--- config.mk ---
export PLATFORM = sky130hd
export DESIGN_NAME = qau_lane
export DESIGN_NICKNAME = d
export VERILOG_FILES = /design/src/rtl/qau_pkg.sv /design/src/rtl/qau_lane.sv
export SDC_FILE = /design/constraint.sdc
export NUM_CORES = 2
export LEC_CHECK = 0
export BUFFER_PORTS_ARGS = -buffer_cell sky130_fd_sc_hd__clkbuf_2
export CORE_UTILIZATION = 55
export DETAILED_ROUTE_END_ITERATION = 10
export HOLD_SLACK_MARGIN = 0.02
export MAX_ROUTING_LAYER = met4
export PLACE_DENSITY_LB_ADDON = 0.12
export SLEW_MARGIN = 20
export SYNTH_ARGS = -nofsm -noshare
export SYNTH_HDL_FRONTEND = slang
export SYNTH_SLANG_ARGS = --single-unit
--- constraint.sdc ---
create_clock -name clk -period 12.03 [get_ports clk]
set_input_delay 1.8045 -clock clk [delete_from_list [all_inputs] [get_ports clk]]
set_output_delay 1.8045 -clock clk [all_outputs]
set_load 0.02 [all_outputs]
--- src/rtl/qau_pkg.sv ---
// Shared types, constants and Hamilton product term tables for the quaternion
// arithmetic unit. No dependencies; every other file imports this package.
`timescale 1ns / 1ps

package qau_pkg;

    localparam int CW = 16;
    localparam int FB = 14;
    localparam int NT = 4;
    localparam int PW = 2 * CW;
    localparam int AW = PW + 3;

    typedef logic [2:0] cmd_t;

    localparam cmd_t CMD_ADD   = 3'd0;
    localparam cmd_t CMD_SUB   = 3'd1;
    localparam cmd_t CMD_SCALE = 3'd2;
    localparam cmd_t CMD_MUL   = 3'd3;
    localparam cmd_t CMD_WRATE = 3'd4;
    localparam cmd_t CMD_LRATE = 3'd5;

    typedef struct packed {
        cmd_t                 command;
        logic signed [CW-1:0] a_real;
        logic signed [CW-1:0] a_i;
        logic signed [CW-1:0] a_j;
        logic signed [CW-1:0] a_k;
        logic signed [CW-1:0] b_real;
        logic signed [CW-1:0] b_i;
        logic signed [CW-1:0] b_j;
        logic signed [CW-1:0] b_k;
        logic signed [CW-1:0] scale_factor;
    } op_t;

    typedef struct packed {
        logic signed [CW-1:0] r_real;
        logic signed [CW-1:0] r_i;
        logic signed [CW-1:0] r_j;
        logic signed [CW-1:0] r_k;
        logic                 saturated;
    } res_t;

    typedef enum logic [1:0] {
        SHIFT_NONE,
        SHIFT_FRAC,
        SHIFT_HALF
    } shift_t;

    typedef struct packed {
        logic [NT-1:0][CW-1:0] x;
        logic [NT-1:0][CW-1:0] y;
        logic [NT-1:0]         neg;
        shift_t                shift;
    } lane_ops_t;

    typedef struct packed {
        logic s2;
        logic s3;
        logic s4;
    } stage_en_t;

    typedef logic [1:0] idx_t;

    localparam idx_t HAM_X [4][4] = '{
        '{2'd0, 2'd1, 2'd2, 2'd3},
        '{2'd0, 2'd1, 2'd2, 2'd3},
        '{2'd0, 2'd2, 2'd3, 2'd1},
        '{2'd0, 2'd3, 2'd1, 2'd2}
    };

    localparam idx_t HAM_Y [4][4] = '{
        '{2'd0, 2'd1, 2'd2, 2'd3},
        '{2'd1, 2'd0, 2'd3, 2'd2},
        '{2'd2, 2'd0, 2'd1, 2'd3},
        '{2'd3, 2'd0, 2'd2, 2'd1}
    };

    localparam logic [NT-1:0] HAM_NEG [4] = '{4'b1110, 4'b1000, 4'b1000, 4'b1000};

endpackage

--- src/rtl/qau_lane.sv ---
// One result component: a multiply stage, a sum-and-round stage and a
// shift-and-saturate stage. Depends on qau_pkg; the top level steers the enables.
`timescale 1ns / 1ps

module qau_lane
    import qau_pkg::*;
(
    input  logic                 clk,
    input  stage_en_t            en,
    input  lane_ops_t            ops,
    output logic signed [CW-1:0] r,
    output logic                 sat
);

    localparam logic signed [AW-1:0] R_MAX = {{(AW-CW+1){1'b0}}, {(CW-1){1'b1}}};
    localparam logic signed [AW-1:0] R_MIN = ~R_MAX;

    logic signed [PW-1:0] prod_reg  [NT];
    logic signed [PW-1:0] prod_next [NT];
    logic [NT-1:0]        neg_reg;
    shift_t               shift2_reg;
    logic signed [AW-1:0] sum_reg;
    logic signed [AW-1:0] sum_next;
    shift_t               shift3_reg;
    logic signed [AW-1:0] shifted;
    logic signed [CW-1:0] r_reg;
    logic signed [CW-1:0] r_next;
    logic                 sat_reg;
    logic                 sat_next;

    always_comb
    begin
        for (int t = 0; t < NT; t++)
        begin
            prod_next[t] = $signed(ops.x[t]) * $signed(ops.y[t]);
        end
    end

    always_comb
    begin
        case (shift2_reg)
            SHIFT_FRAC: sum_next = AW'(1) <<< (FB - 1);
            SHIFT_HALF: sum_next = AW'(1) <<< FB;
            default:    sum_next = '0;
        endcase
        for (int t = 0; t < NT; t++)
        begin
            if (neg_reg[t])
            begin
                sum_next = sum_next - AW'(prod_reg[t]);
            end
            else
            begin
                sum_next = sum_next + AW'(prod_reg[t]);
            end
        end
    end

    always_comb
    begin
        case (shift3_reg)
            SHIFT_FRAC: shifted = sum_reg >>> FB;
            SHIFT_HALF: shifted = sum_reg >>> (FB + 1);
            default:    shifted = sum_reg;
        endcase
        if (shifted > R_MAX)
        begin
            r_next   = R_MAX[CW-1:0];
            sat_next = 1'b1;
        end
        else if (shifted < R_MIN)
        begin
            r_next   = R_MIN[CW-1:0];
            sat_next = 1'b1;
        end
        else
        begin
            r_next   = shifted[CW-1:0];
            sat_next = 1'b0;
        end
    end

    always_ff @(posedge clk)
    begin
        if (en.s2)
        begin
            for (int t = 0; t < NT; t++)
            begin
                prod_reg[t] <= prod_next[t];
            end
            neg_reg    <= ops.neg;
            shift2_reg <= ops.shift;
        end
        if (en.s3)
        begin
            sum_reg    <= sum_next;
            shift3_reg <= shift2_reg;
        end
        if (en.s4)
        begin
            r_reg   <= r_next;
            sat_reg <= sat_next;
        end
    end

    assign r   = r_reg;
    assign sat = sat_reg;

endmodule

==> run metrics <==
CP Buf/Inv Count=0; combinational family with the most area after synthesis=adder cells; CTS sink count=188; Post-synth top flop=edfxtp_1; max incr delay on CP=0.70 ns; register area=5650 µm²; first-pass GRT wire length=208000 µm; largest net degree at the start of global routing=73; detailed placement HPWL=101000 µm; Post-synth EDFFs=188; Post-CTS Hold Buffers=0; fill count=8691; routed wl met3=5590 µm; top sig layer=met4; total of max-cap violations=0; Die Span X=314 µm; min Tclk post-route=9.19 ns; pre-CTS setup slack=2.88 ns; Total Wirelength=122000 µm; post-DR vias/cell=5.47; DR WL met2=59300 µm; kind of cell adding the most delay to the critical path=compound AO/OA/AOI/OAI gates; GRT Total Usage=27.1%; Post-Synth Simple-Gate Area=15.2%; die height=314 µm; area fraction of the dominant cell type after synthesis=39.4%; syn nets=7421; adder-cell share of the synthesized area=49.6%; number of H-tree levels=4; number of I/O port buffers=154; RSZ-0062 raised after global routing=false; core footprint=95600 µm²; Synth cell types=75; gr ovfl total=0; postcts setup bufs=0; # DRC=0; share of layout cells above drive strength 1=3.77%; R2R Setup Slk=2.84 ns; Synth async-reset ratio=0%; RR Endpoint=sum_reg[34]$_DFFE_PP_; diodes inserted=0; post_cts resized=0; Achievable Freq=0.109 GHz; RR Startpoint=prod_reg[0][6]$_DFFE_PP_; xor and xnor area share after synthesis=6.25%; outcome=completed; critical path capture point=sum_reg[34]$_DFFE_PP_; slowest CP cell=or4_1; Synth area leader=fa_1; final hold vios=0; Final Wtd Congestion=0.921; Hold WC Path Type=flop to flop; WL met1=55000 µm; final setup vio count=0; startpoint types=flop; Synth Instances=5794; CTS clock-pin slew for the worst setup and hold paths=0.08 ns; Post-Syn Area per Cell=9.22 µm²; CP endpoint kind=flop; Synth Area in Compound Gates=8.42%; vias in the first global route=40500; Worst EP required=12.25 ns; fin crit share=76.4%; initial antenna violation count=0; die area=98400 µm²; Final Max Tran Viols=0; instance count on the critical path=41; relative slew slack=37.8%; boundary pin count=155; CP startpoint=prod_reg[0][6]$_DFFE_PP_; clk_lat worst skew=0.46 ns; max reg flops=128; CTS tree=yes; Routed Antenna Nets=0; CTS max path bufs=2; DRT Pass-1 Iters=5; FP Rows=113; final setup margin=2.84 ns; 1st-iter DRT viols=2331; total number of vias=38700; Tightest Pin Transition=0.932 ns; clock root buffer master=clkbuf_16; R2R depth=41; ranking of synthesized cells by area=fa_1 (39%), edfxtp_1 (11%), ha_1 (10%); Synthesis Warnings=0; CTS Buf Count=17; Area growth, synth to finish=4.37%; register bit total from synthesis=188; Seq/Total Area, Yosys=10.6%; Clock Skew=0.0122 ns; mux contribution to synthesized area=0.218%; total negative slack=0 ns; wire per inst=17.3 µm; worst hold start=shift2_reg[0]$_DFFE_PP_; area of the multi-input gates=42600 µm²; crit path kind=flop to flop; Nets=7420; CP Data Arrival Time=9.41 ns; Post-Syn Area=53400 µm²; Initial Utilization=55.9%; Critical Path Fanout Max=9
-- stage by stage --
step	instance area (µm²)	hold WS (ns)	utilization (%)	instances
4_1_cts	55800	0.585	58.4	7071
5_1_grt	55800	0.577	58.4	7071
2_1_floorplan	53400	0.442	-	5794
3_5_place_dp	55200	0.556	57.7	7039
3_3_place_gp	55200	0.550	57.7	7039
6_report	55800	0.569	58.4	7071
-- kinds of logic (layout without fill, tap and decap cells) --
family | after synthesis | in the layout
multiplexers | 11 | 11
AO/OA/AOI/OAI | 701 | 701
flip-flops | 188 | 188
buffers and inverters | 1379 | 1391
adder cells (fa/ha/maj) | 1489 | 1489
AND/OR/NAND/NOR | 1646 | 1646
XOR/XNOR | 380 | 380
-- synthesized netlist by cell type (12+ instances only) --
library cell / number
and2_1: 410
nor4_1: 29
nor2_1: 200
or4_1: 15
ha_1: 438
clkbuf_1: 175
nand2_1: 662
a211oi_1: 24
o21bai_1: 36
and3_1: 20
inv_1: 1199
a21oi_1: 236
a221o_1: 23
nand3_1: 40
nand2b_1: 93
a21o_1: 93
edfxtp_1: 188
fa_1: 1051
xor2_1: 68
nand4_1: 15
o21ai_0: 130
nor3_1: 61
o21a_1: 28
a31oi_1: 28
nor2b_1: 34
or3_1: 20
xnor2_1: 311
nor3b_1: 12
-- worst min-delay path by stage --
| stage | to | cells after the start |
|---|---|---|
| floorplan | shift3_reg[0]$_DFFE_PP_ | 0 |
| global placement | shift3_reg[0]$_DFFE_PP_ | 0 |
| detailed placement | shift3_reg[0]$_DFFE_PP_ | 0 |
| CTS | shift3_reg[0]$_DFFE_PP_ | 0 |
| global route | shift3_reg[0]$_DFFE_PP_ | 0 |
| finish | shift3_reg[0]$_DFFE_PP_ | 0 |
-- placed cells by master (no fill, tap or decap), drive strengths merged, types with 32 or more instances in the layout --
| master | n |
|---|---|
| edfxtp | 188 |
| nor4 | 32 |
| o21ai | 130 |
| ha | 438 |
| a21o | 93 |
| o21bai | 36 |
| inv | 1205 |
| xor2 | 68 |
| nor2b | 34 |
| clkbuf | 171 |
| nand2 | 662 |
| nor2 | 200 |
| fa | 1051 |
| xnor2 | 311 |
| nor3 | 61 |
| and2 | 410 |
| nand2b | 93 |
| nand3 | 40 |
| a21oi | 236 |
-- final cells by class --
type	instances	area share, %
multi-input combinational	4227	76.4
tap	1265	2.84
sequential	188	10.1
inverter	1199	8.07
timing repair buffer	160	1.47
clock buffer	18	0.769
clock inverter	14	0.312
-- layer usage --
metal  global-route usage, %  up-vias
met2                    44.1      934
li1                        -    18000
met1                    37.6    19600
met5                       -        -
met4                    5.30        0
met3                    2.06      147
Power is left out: the tool's default activity adds up to more than one toggle a clock period on the data nets, which glitch-free logic cannot reach.
