<file path="src/rtl/qau_pkg.sv">
// Shared types, constants and Hamilton product term tables for the quaternion
// arithmetic unit. No dependencies; every other file imports this package.
`timescale 1ns / 1ps

package qau_pkg;

    localparam int CW = 16;
    localparam int FB = 14;
    localparam int NT = 4;
    localparam int PW = 2 * CW;
    localparam int AW = PW + 3;

    typedef logic [2:0] cmd_t;

    localparam cmd_t CMD_ADD   = 3'd0;
    localparam cmd_t CMD_SUB   = 3'd1;
    localparam cmd_t CMD_SCALE = 3'd2;
    localparam cmd_t CMD_MUL   = 3'd3;
    localparam cmd_t CMD_WRATE = 3'd4;
    localparam cmd_t CMD_LRATE = 3'd5;

    typedef struct packed {
        cmd_t                 command;
        logic signed [CW-1:0] a_real;
        logic signed [CW-1:0] a_i;
        logic signed [CW-1:0] a_j;
        logic signed [CW-1:0] a_k;
        logic signed [CW-1:0] b_real;
        logic signed [CW-1:0] b_i;
        logic signed [CW-1:0] b_j;
        logic signed [CW-1:0] b_k;
        logic signed [CW-1:0] scale_factor;
    } op_t;

    typedef struct packed {
        logic signed [CW-1:0] r_real;
        logic signed [CW-1:0] r_i;
        logic signed [CW-1:0] r_j;
        logic signed [CW-1:0] r_k;
        logic                 saturated;
    } res_t;

    typedef enum logic [1:0] {
        SHIFT_NONE,
        SHIFT_FRAC,
        SHIFT_HALF
    } shift_t;

    typedef struct packed {
        logic [NT-1:0][CW-1:0] x;
        logic [NT-1:0][CW-1:0] y;
        logic [NT-1:0]         neg;
        shift_t                shift;
    } lane_ops_t;

    typedef struct packed {
        logic s2;
        logic s3;
        logic s4;
    } stage_en_t;

    typedef logic [1:0] idx_t;

    localparam idx_t HAM_X [4][4] = '{
        '{2'd0, 2'd1, 2'd2, 2'd3},
        '{2'd0, 2'd1, 2'd2, 2'd3},
        '{2'd0, 2'd2, 2'd3, 2'd1},
        '{2'd0, 2'd3, 2'd1, 2'd2}
    };

    localparam idx_t HAM_Y [4][4] = '{
        '{2'd0, 2'd1, 2'd2, 2'd3},
        '{2'd1, 2'd0, 2'd3, 2'd2},
        '{2'd2, 2'd0, 2'd1, 2'd3},
        '{2'd3, 2'd0, 2'd2, 2'd1}
    };

    localparam logic [NT-1:0] HAM_NEG [4] = '{4'b1110, 4'b1000, 4'b1000, 4'b1000};

endpackage

</file>
<file path="src/rtl/qau_decode.sv">
// Command decoder: maps a command and its operands onto four signed
// products per result component. Depends on qau_pkg.
`timescale 1ns / 1ps

module qau_decode
    import qau_pkg::*;
(
    input  op_t                  op,
    output lane_ops_t [NT-1:0]   ops
);

    logic [3:0][CW-1:0] a;
    logic [3:0][CW-1:0] b;
    logic [3:0][CW-1:0] w;
    logic [CW-1:0]      one;

    assign a   = {op.a_k, op.a_j, op.a_i, op.a_real};
    assign b   = {op.b_k, op.b_j, op.b_i, op.b_real};
    assign w   = {op.b_k, op.b_j, op.b_i, {CW{1'b0}}};
    assign one = CW'(1);

    always_comb
    begin
        for (int r = 0; r < NT; r++)
        begin
            ops[r].x     = '0;
            ops[r].y     = '0;
            ops[r].neg   = '0;
            ops[r].shift = SHIFT_NONE;
            case (op.command)
                CMD_ADD, CMD_SUB:
                begin
                    ops[r].x[0]   = a[r];
                    ops[r].y[0]   = one;
                    ops[r].x[1]   = b[r];
                    ops[r].y[1]   = one;
                    ops[r].neg[1] = (op.command == CMD_SUB);
                end
                CMD_SCALE:
                begin
                    ops[r].x[0]  = a[r];
                    ops[r].y[0]  = op.scale_factor;
                    ops[r].shift = SHIFT_FRAC;
                end
                CMD_MUL:
                begin
                    for (int t = 0; t < NT; t++)
                    begin
                        ops[r].x[t] = a[HAM_X[r][t]];
                        ops[r].y[t] = b[HAM_Y[r][t]];
                    end
                    ops[r].neg   = HAM_NEG[r];
                    ops[r].shift = SHIFT_FRAC;
                end
                CMD_WRATE:
                begin
                    for (int t = 0; t < NT; t++)
                    begin
                        ops[r].x[t] = w[HAM_X[r][t]];
                        ops[r].y[t] = a[HAM_Y[r][t]];
                    end
                    ops[r].neg   = HAM_NEG[r];
                    ops[r].shift = SHIFT_HALF;
                end
                CMD_LRATE:
                begin
                    for (int t = 0; t < NT; t++)
                    begin
                        ops[r].x[t] = a[HAM_X[r][t]];
                        ops[r].y[t] = w[HAM_Y[r][t]];
                    end
                    ops[r].neg   = HAM_NEG[r];
                    ops[r].shift = SHIFT_HALF;
                end
                default:
                begin
                    ops[r].shift = SHIFT_NONE;
                end
            endcase
        end
    end

endmodule

</file>
<file path="config.mk">
export PLATFORM = sky130hd
export DESIGN_NAME = qau_decode
export DESIGN_NICKNAME = d
export VERILOG_FILES = /design/src/rtl/qau_pkg.sv /design/src/rtl/qau_decode.sv
export SDC_FILE = /design/constraint.sdc
export NUM_CORES = 1
export LEC_CHECK = 0
export ABC_AREA = 1
export BUFFER_PORTS_ARGS = -buffer_cell sky130_fd_sc_hd__buf_2
export CAP_MARGIN = 20
export CORE_AREA = 2 2 263 265
export DETAILED_ROUTE_END_ITERATION = 6
export DIE_AREA = 0 0 265 267
export PLACE_DENSITY = 0.3
export SYNTH_ARGS = -nofsm -noshare
export SYNTH_HDL_FRONTEND = slang
export SYNTH_SLANG_ARGS = --single-unit
</file>
<file path="constraint.sdc">
create_clock -name vclk -period 1.65
set_input_delay 0.165 -clock vclk [all_inputs]
set_output_delay 0.165 -clock vclk [all_outputs]
set_load 0.005 [all_outputs]
</file>
==> metrics.md, run 1 <==
| Metric | Value |
|---|---|
| PwrDens | `350.8 mW/mm²` |
| Synth top area share | `32.64%` |
| # DRC | `0` |
| First-pass GRT wire length | `61,380 µm` |
| Initial antenna violation count | `7` |
| Synthesis-to-layout area growth | `93.64%` |
| Die W | `265 µm` |
| Gr usage total | `12.07%` |
| WP buf/inv | `6` |
| Hold Buf Count CTS | `0` |
| Final setup vio count | `0` |
| Dpl hpwl | `40,170 µm` |
| Most frequent cell after synthesis | `nand2_1` |
| WL/cell | `21.49 µm` |
| Detailed-route via count | `8,561` |
| Mapped Cells | `966` |
| Setup crit end kind | `output port` |
| CP peak stage delay | `0.19 ns` |
| Unrepaired setup endpoints after global routing | `true` |
| Placer congestion estimate | `0.9204` |
| Critical Path RT | `1.48 ns` |
| Final worst path period need | `1.605 ns` |
| Synth Cell Area | `0.004898 mm²` |
| WP data arrival | `1.44 ns` |
| Final period util | `97.28%` |
| Initial Utilization | `7.205%` |
| DIE HEIGHT | `267 µm` |
| Register area share after synthesis | `0%` |
| Layout Nets | `1,643` |
| # port buffers | `676` |
| Fin. Hold Viols | `0` |
| Die ar. | `0.07076 mm²` |
| I/O Pins | `683` |
| Commonest cells post-synth | `290 x nand2_1, 242 x nand3_1, 213 x buf_4` |
| Min Hold Slack | `0.6359 ns` |
| Core area | `0.06799 mm²` |
| FP Rows | `96` |
| Worst Tran Pin Value | `0.7779 ns` |
| Fmax achieved | `0.6230 GHz` |
| Slowest CP cell | `clkbuf_16` |
| Placed cell area | `0.008538 mm²` |
| Min-delay worst type | `in2out` |
| Syn Area/Cell | `5.071 µm²` |
| First-pass detailed-route iteration total | `4` |
| CP Cell Sequence | `buf_6 > buf_6 > nand2_8 > nand2_8 > buf_12 > buf_12 > clkbuf_16 > nand3_1 > nand2_1 > buf_2` |
| Largest net degree at the start of global routing | `50` |
| Storage element area | `0 µm²` |
| Crit path max-delay family | `buffers and inverters` |
| Number of cells on the critical path | `10` |
| Hold path depth | `4` |
| Congestion Overflow GR | `0` |
| Ranking of synthesized cells by area | `buf_4 33%, nand3_1 25%, nand2_1 22%` |
| 1st-iter DRT viols | `521` |
| Max Cap Viol | `0` |
| Slew Limit Fails | `0` |
| Peak VDD IR | `0.09002 mV` |
| Critical path peak fanout | `17` |
| Final WL | `51,200 µm` |
| Lkg Pwr | `6.151 nW` |
| Share of cells above drive strength 1 | `58.97%` |
| Synth warnings | `0` |
| Design Area, Final | `0.009485 mm²` |
| Post-synth cell types | `16` |
| Detail Route Antenna Nets | `0` |
| CP startpoint kind | `primary input` |
| FFs & Latches | `0` |
| Area leader, netlist | `buf_4` |
| Vias in the first global route | `7,923` |
| Layout clock buffer count | `0` |
| Slew HR | `48.14%` |
| Outcome | `finished, final reports clean` |
| Crit Path Category | `in2out` |
| Via density | `3.593` |
## kinds of logic after synthesis
logic type      after synthesis  synth area share (%)
compound gates               83                 8.480
buf+inv                     324                 42.09
other cells                   1               0.07655
simple gates                558                 49.35
## layout by cell type (no fill, tap or decap)
cell / instances
buf_16: 6
clkbuf_16: 9
o21ai_2: 10
nand2_4: 3
buf_2: 672
o21ai_0: 51
conb_1: 7
nand3_1: 215
nand3_2: 24
nand2_8: 4
nand2_1: 263
nor2_4: 5
buf_8: 2
buf_6: 16
clkinv_4: 1
inv_4: 2
nand2_2: 22
buf_4: 63
nor2_2: 15
diode_2: 7
clkinvlp_4: 1
inv_1: 52
nor2_1: 4
o21ai_1: 21
a21oi_4: 1
nand3_4: 3
buf_12: 22
## power by group
group	total [W]	leakage, nW	internal (W)	switching (W)
Clock	0.000000000514	0.0000508	0.000000000513	0
Sequential	0	0	0	0
Combinational	0.00333	6.15	0.00141	0.00192
Total	0.00333	6.15	0.00141	0.00192
## routing by layer
| layer | routed length, µm | part of all wire (%) | up-vias | global-route usage, % |
|---|---|---|---|---|
| met2 | 24550 | 48 | 456 | 20.83 |
| met3 | 2721 | 5.3 | 42 | 1.439 |
| li1 | - | - | 3994 | - |
| met4 | 1348 | 2.6 | 2 | 3.436 |
| met5 | 13 | 0.025 | - | 0 |
| met1 | 22570 | 44 | 4067 | 15.73 |
## worst min-delay path, cell delays in order
cell and delay, ns:
buf_2 0.09, nand2_1 0.04, nand3_1 0.06, buf_2 0.11
## metrics by stage
stage	instances	power (W)	TNS [ns]	setup WS (ns)	util, %
3_5_place_dp	2355	0.003014	-8.812	-0.3246	12.56
4_1_cts	2358	0.003105	-1.134	-0.05579	12.97
6_report	2383	0.003327	0	0.04495	13.95
2_1_floorplan	972	0.001485	0	0.1856	-
3_3_place_gp	2355	0.003042	-6.949	-0.3310	12.56
5_1_grt	2380	0.003606	-0.3646	-0.01906	13.94
## worst paths after layout
check / start / endpoint / slack, ns
worst max-delay path: op[144] / ops[52] / 0.04
worst min-delay path: op[69] / ops[91] / 0.64
## what timing repair did
item | 4_1_cts | 5_1_grt
setup buffers | 2 | 9
resized for setup | 69 | 84
hold endpoints to repair | 0 | 0
pin swaps | 0 | 3
setup endpoints to repair | 169 | 349
cloned | 1 | 10
## layout make-up
class                           count  area, µm²
Multi-Input combinational cell    648       3263
Antenna cell                        7      17.52
Timing Repair Buffer              790       4877
Inverter                           56      224.0
Tap cell                          882       1104
Fill cell                        8043      58500
No activity file was read; power rests on OpenSTA's default activity.
==> run 2: changes to the inputs <==
Settings changed: PLACE_DENSITY 0.3 to unset, RECOVER_POWER set to 50.
==> run 2 against run 1 <==
The run now ends with negative setup slack left. Worst hold slack improved by 0.0026 ns. First-iteration DRC count increased by 3.6%. Total power rose by 4.6%. Global-route usage up 1.5 points. Cell count grew 0.42%. Critical path depth decreased by 3. Largest power group unchanged. Critical path type unchanged.
==> metrics.md, run 2 (synthesis results as in run 1) <==
| Metric | Value |
|---|---|
| Outcome | `finished, violations left` |
| Failing checks | `negative setup slack` |
| Placer congestion estimate | `0.9136` |
| Fillers | `8,000` |
| Fmax achieved | `0.5971 GHz` |
| Share of cells above drive strength 1 | `57.93%` |
| Final setup vio count | `4` |
| Peak VDD IR | `0.1043 mV` |
| First-pass GRT wire length | `66,110 µm` |
| Critical Path RT | `1.48 ns` |
| # port buffers | `676` |
| Core area | `0.06799 mm²` |
| Dpl cells | `2,369` |
| Final worst path period need | `1.675 ns` |
| Detailed-route via count | `9,068` |
| Die ar. | `0.07076 mm²` |
| FFs & Latches | `0` |
| Slew HR | `66.59%` |
| Max Cap Viol | `0` |
| Min-delay worst type | `in2out` |
| Detail Route Antenna Nets | `0` |
| 1st-iter DRT viols | `540` |
| I/O Pins | `683` |
| Congestion Overflow GR | `0` |
| Largest net degree at the start of global routing | `42` |
| Synthesis-to-layout area growth | `94.07%` |
| Multi-input gate area | `0.003184 mm²` |
| Final Util | `13.98%` |
| Storage element area | `0 µm²` |
| DIE HEIGHT | `267 µm` |
| Lkg Pwr | `6.150 nW` |
| Initial antenna violation count | `13` |
| Setup crit end kind | `output port` |
| Die W | `265 µm` |
| Most common cell after layout, fill and taps aside | `buf_2` |
| Dpl hpwl | `46,380 µm` |
| Final period util | `101.5%` |
| Critical path peak fanout | `22` |
| FP Rows | `96` |
| Worst Tran Pin Value | `0.5012 ns` |
| CP startpoint kind | `primary input` |
| Min Hold Slack | `0.6385 ns` |
| Commonest cells after routing, fill and taps aside | `649 x buf_2, 256 x nand2_1, 227 x nand3_1, 87 x buf_4, 53 x inv_1` |
| Unrepaired setup endpoints after global routing | `true` |
| Slew Limit Fails | `0` |
| Final WL | `56,760 µm` |
| Initial Utilization | `7.205%` |
| Layout Nets | `1,656` |
| # DRC | `0` |
| Via density | `3.789` |
| PwrDens | `366.0 mW/mm²` |
| Worst Slack Setup Final | `-0.02479 ns` |
| Gr usage total | `13.57%` |
| Vias in the first global route | `7,828` |
| Crit Path Category | `in2out` |
| First-pass detailed-route iteration total | `5` |
| Fin. Hold Viols | `0` |
| WP data arrival | `1.51 ns` |
| Pre-CTS setup slack | `-0.2215 ns` |
| WL/cell | `23.72 µm` |
| Layout clock buffer count | `0` |
| Final non-filler cell total | `2,393` |
## run 2: changes by cell type in the layout (fill, tap and decap cells not counted), moves of 9 or more
cell / change
o21ai_1: -9
buf_4: +24
nor2_2: -15
buf_2: -23
nand3_2: -11
nand2_2: +10
nand3_1: +12
nor2_1: +14
## run 2: critical path, cell delays in order
cell     delay [ns]
buf_2          0.13
inv_1          0.07
nand2_1        0.08
nor2_4         0.19
inv_4          0.17
o21ai_0        0.43
buf_2          0.23
## run 2: power breakdown
part	leakage [nW]	internal, W	total [W]	switching (W)
Combinational	6.15	0.00143	0.00348	0.00205
Sequential	0	0	0	0
Clock	0.0000280	0.000000000276	0.000000000276	0
## run 2: path summary, 6_finish.rpt
kind / from / end / depth (start not counted)
setup / recovery: op[144] / ops[534] / 7
hold / removal: op[69] / ops[91] / 4
## run 2: cell type report
type	instances	area share, %
Antenna cell	4	0.1053
Inverter	56	2.251
Multi-Input combinational cell	648	33.50
Tap cell	882	11.61
Timing Repair Buffer	803	52.54
## run 2: routing by layer
layer / vias up / part of all wire (%) / GRT usage, %
met5: - / 0.11 / 0
met4: 10 / 4.6 / 3.833
met3: 108 / 8.4 / 2.759
met2: 701 / 44 / 22.10
met1: 4225 / 43 / 18.04
li1: 4024 / - / -
## run 2: metrics by stage
step           TNS (ns)  power, W  area [µm²]
2_1_floorplan         0  0.001485        4921
3_3_place_gp     -5.674  0.003245        8766
3_5_place_dp     -4.404  0.003238        8766
4_1_cts        -0.01053  0.003271        8833
5_1_grt          -1.188  0.003756        9504
6_report       -0.06743  0.003480        9507
## run 2: timing repair
| action | CTS | global route |
|---|---|---|
| gates resized for setup | 22 | 129 |
| pin swaps | 0 | 3 |
| hold buffers | 0 | 0 |
| setup endpoints to repair | 58 | 149 |
| cloned | 0 | 10 |
| buffers inserted | 2 | 8 |
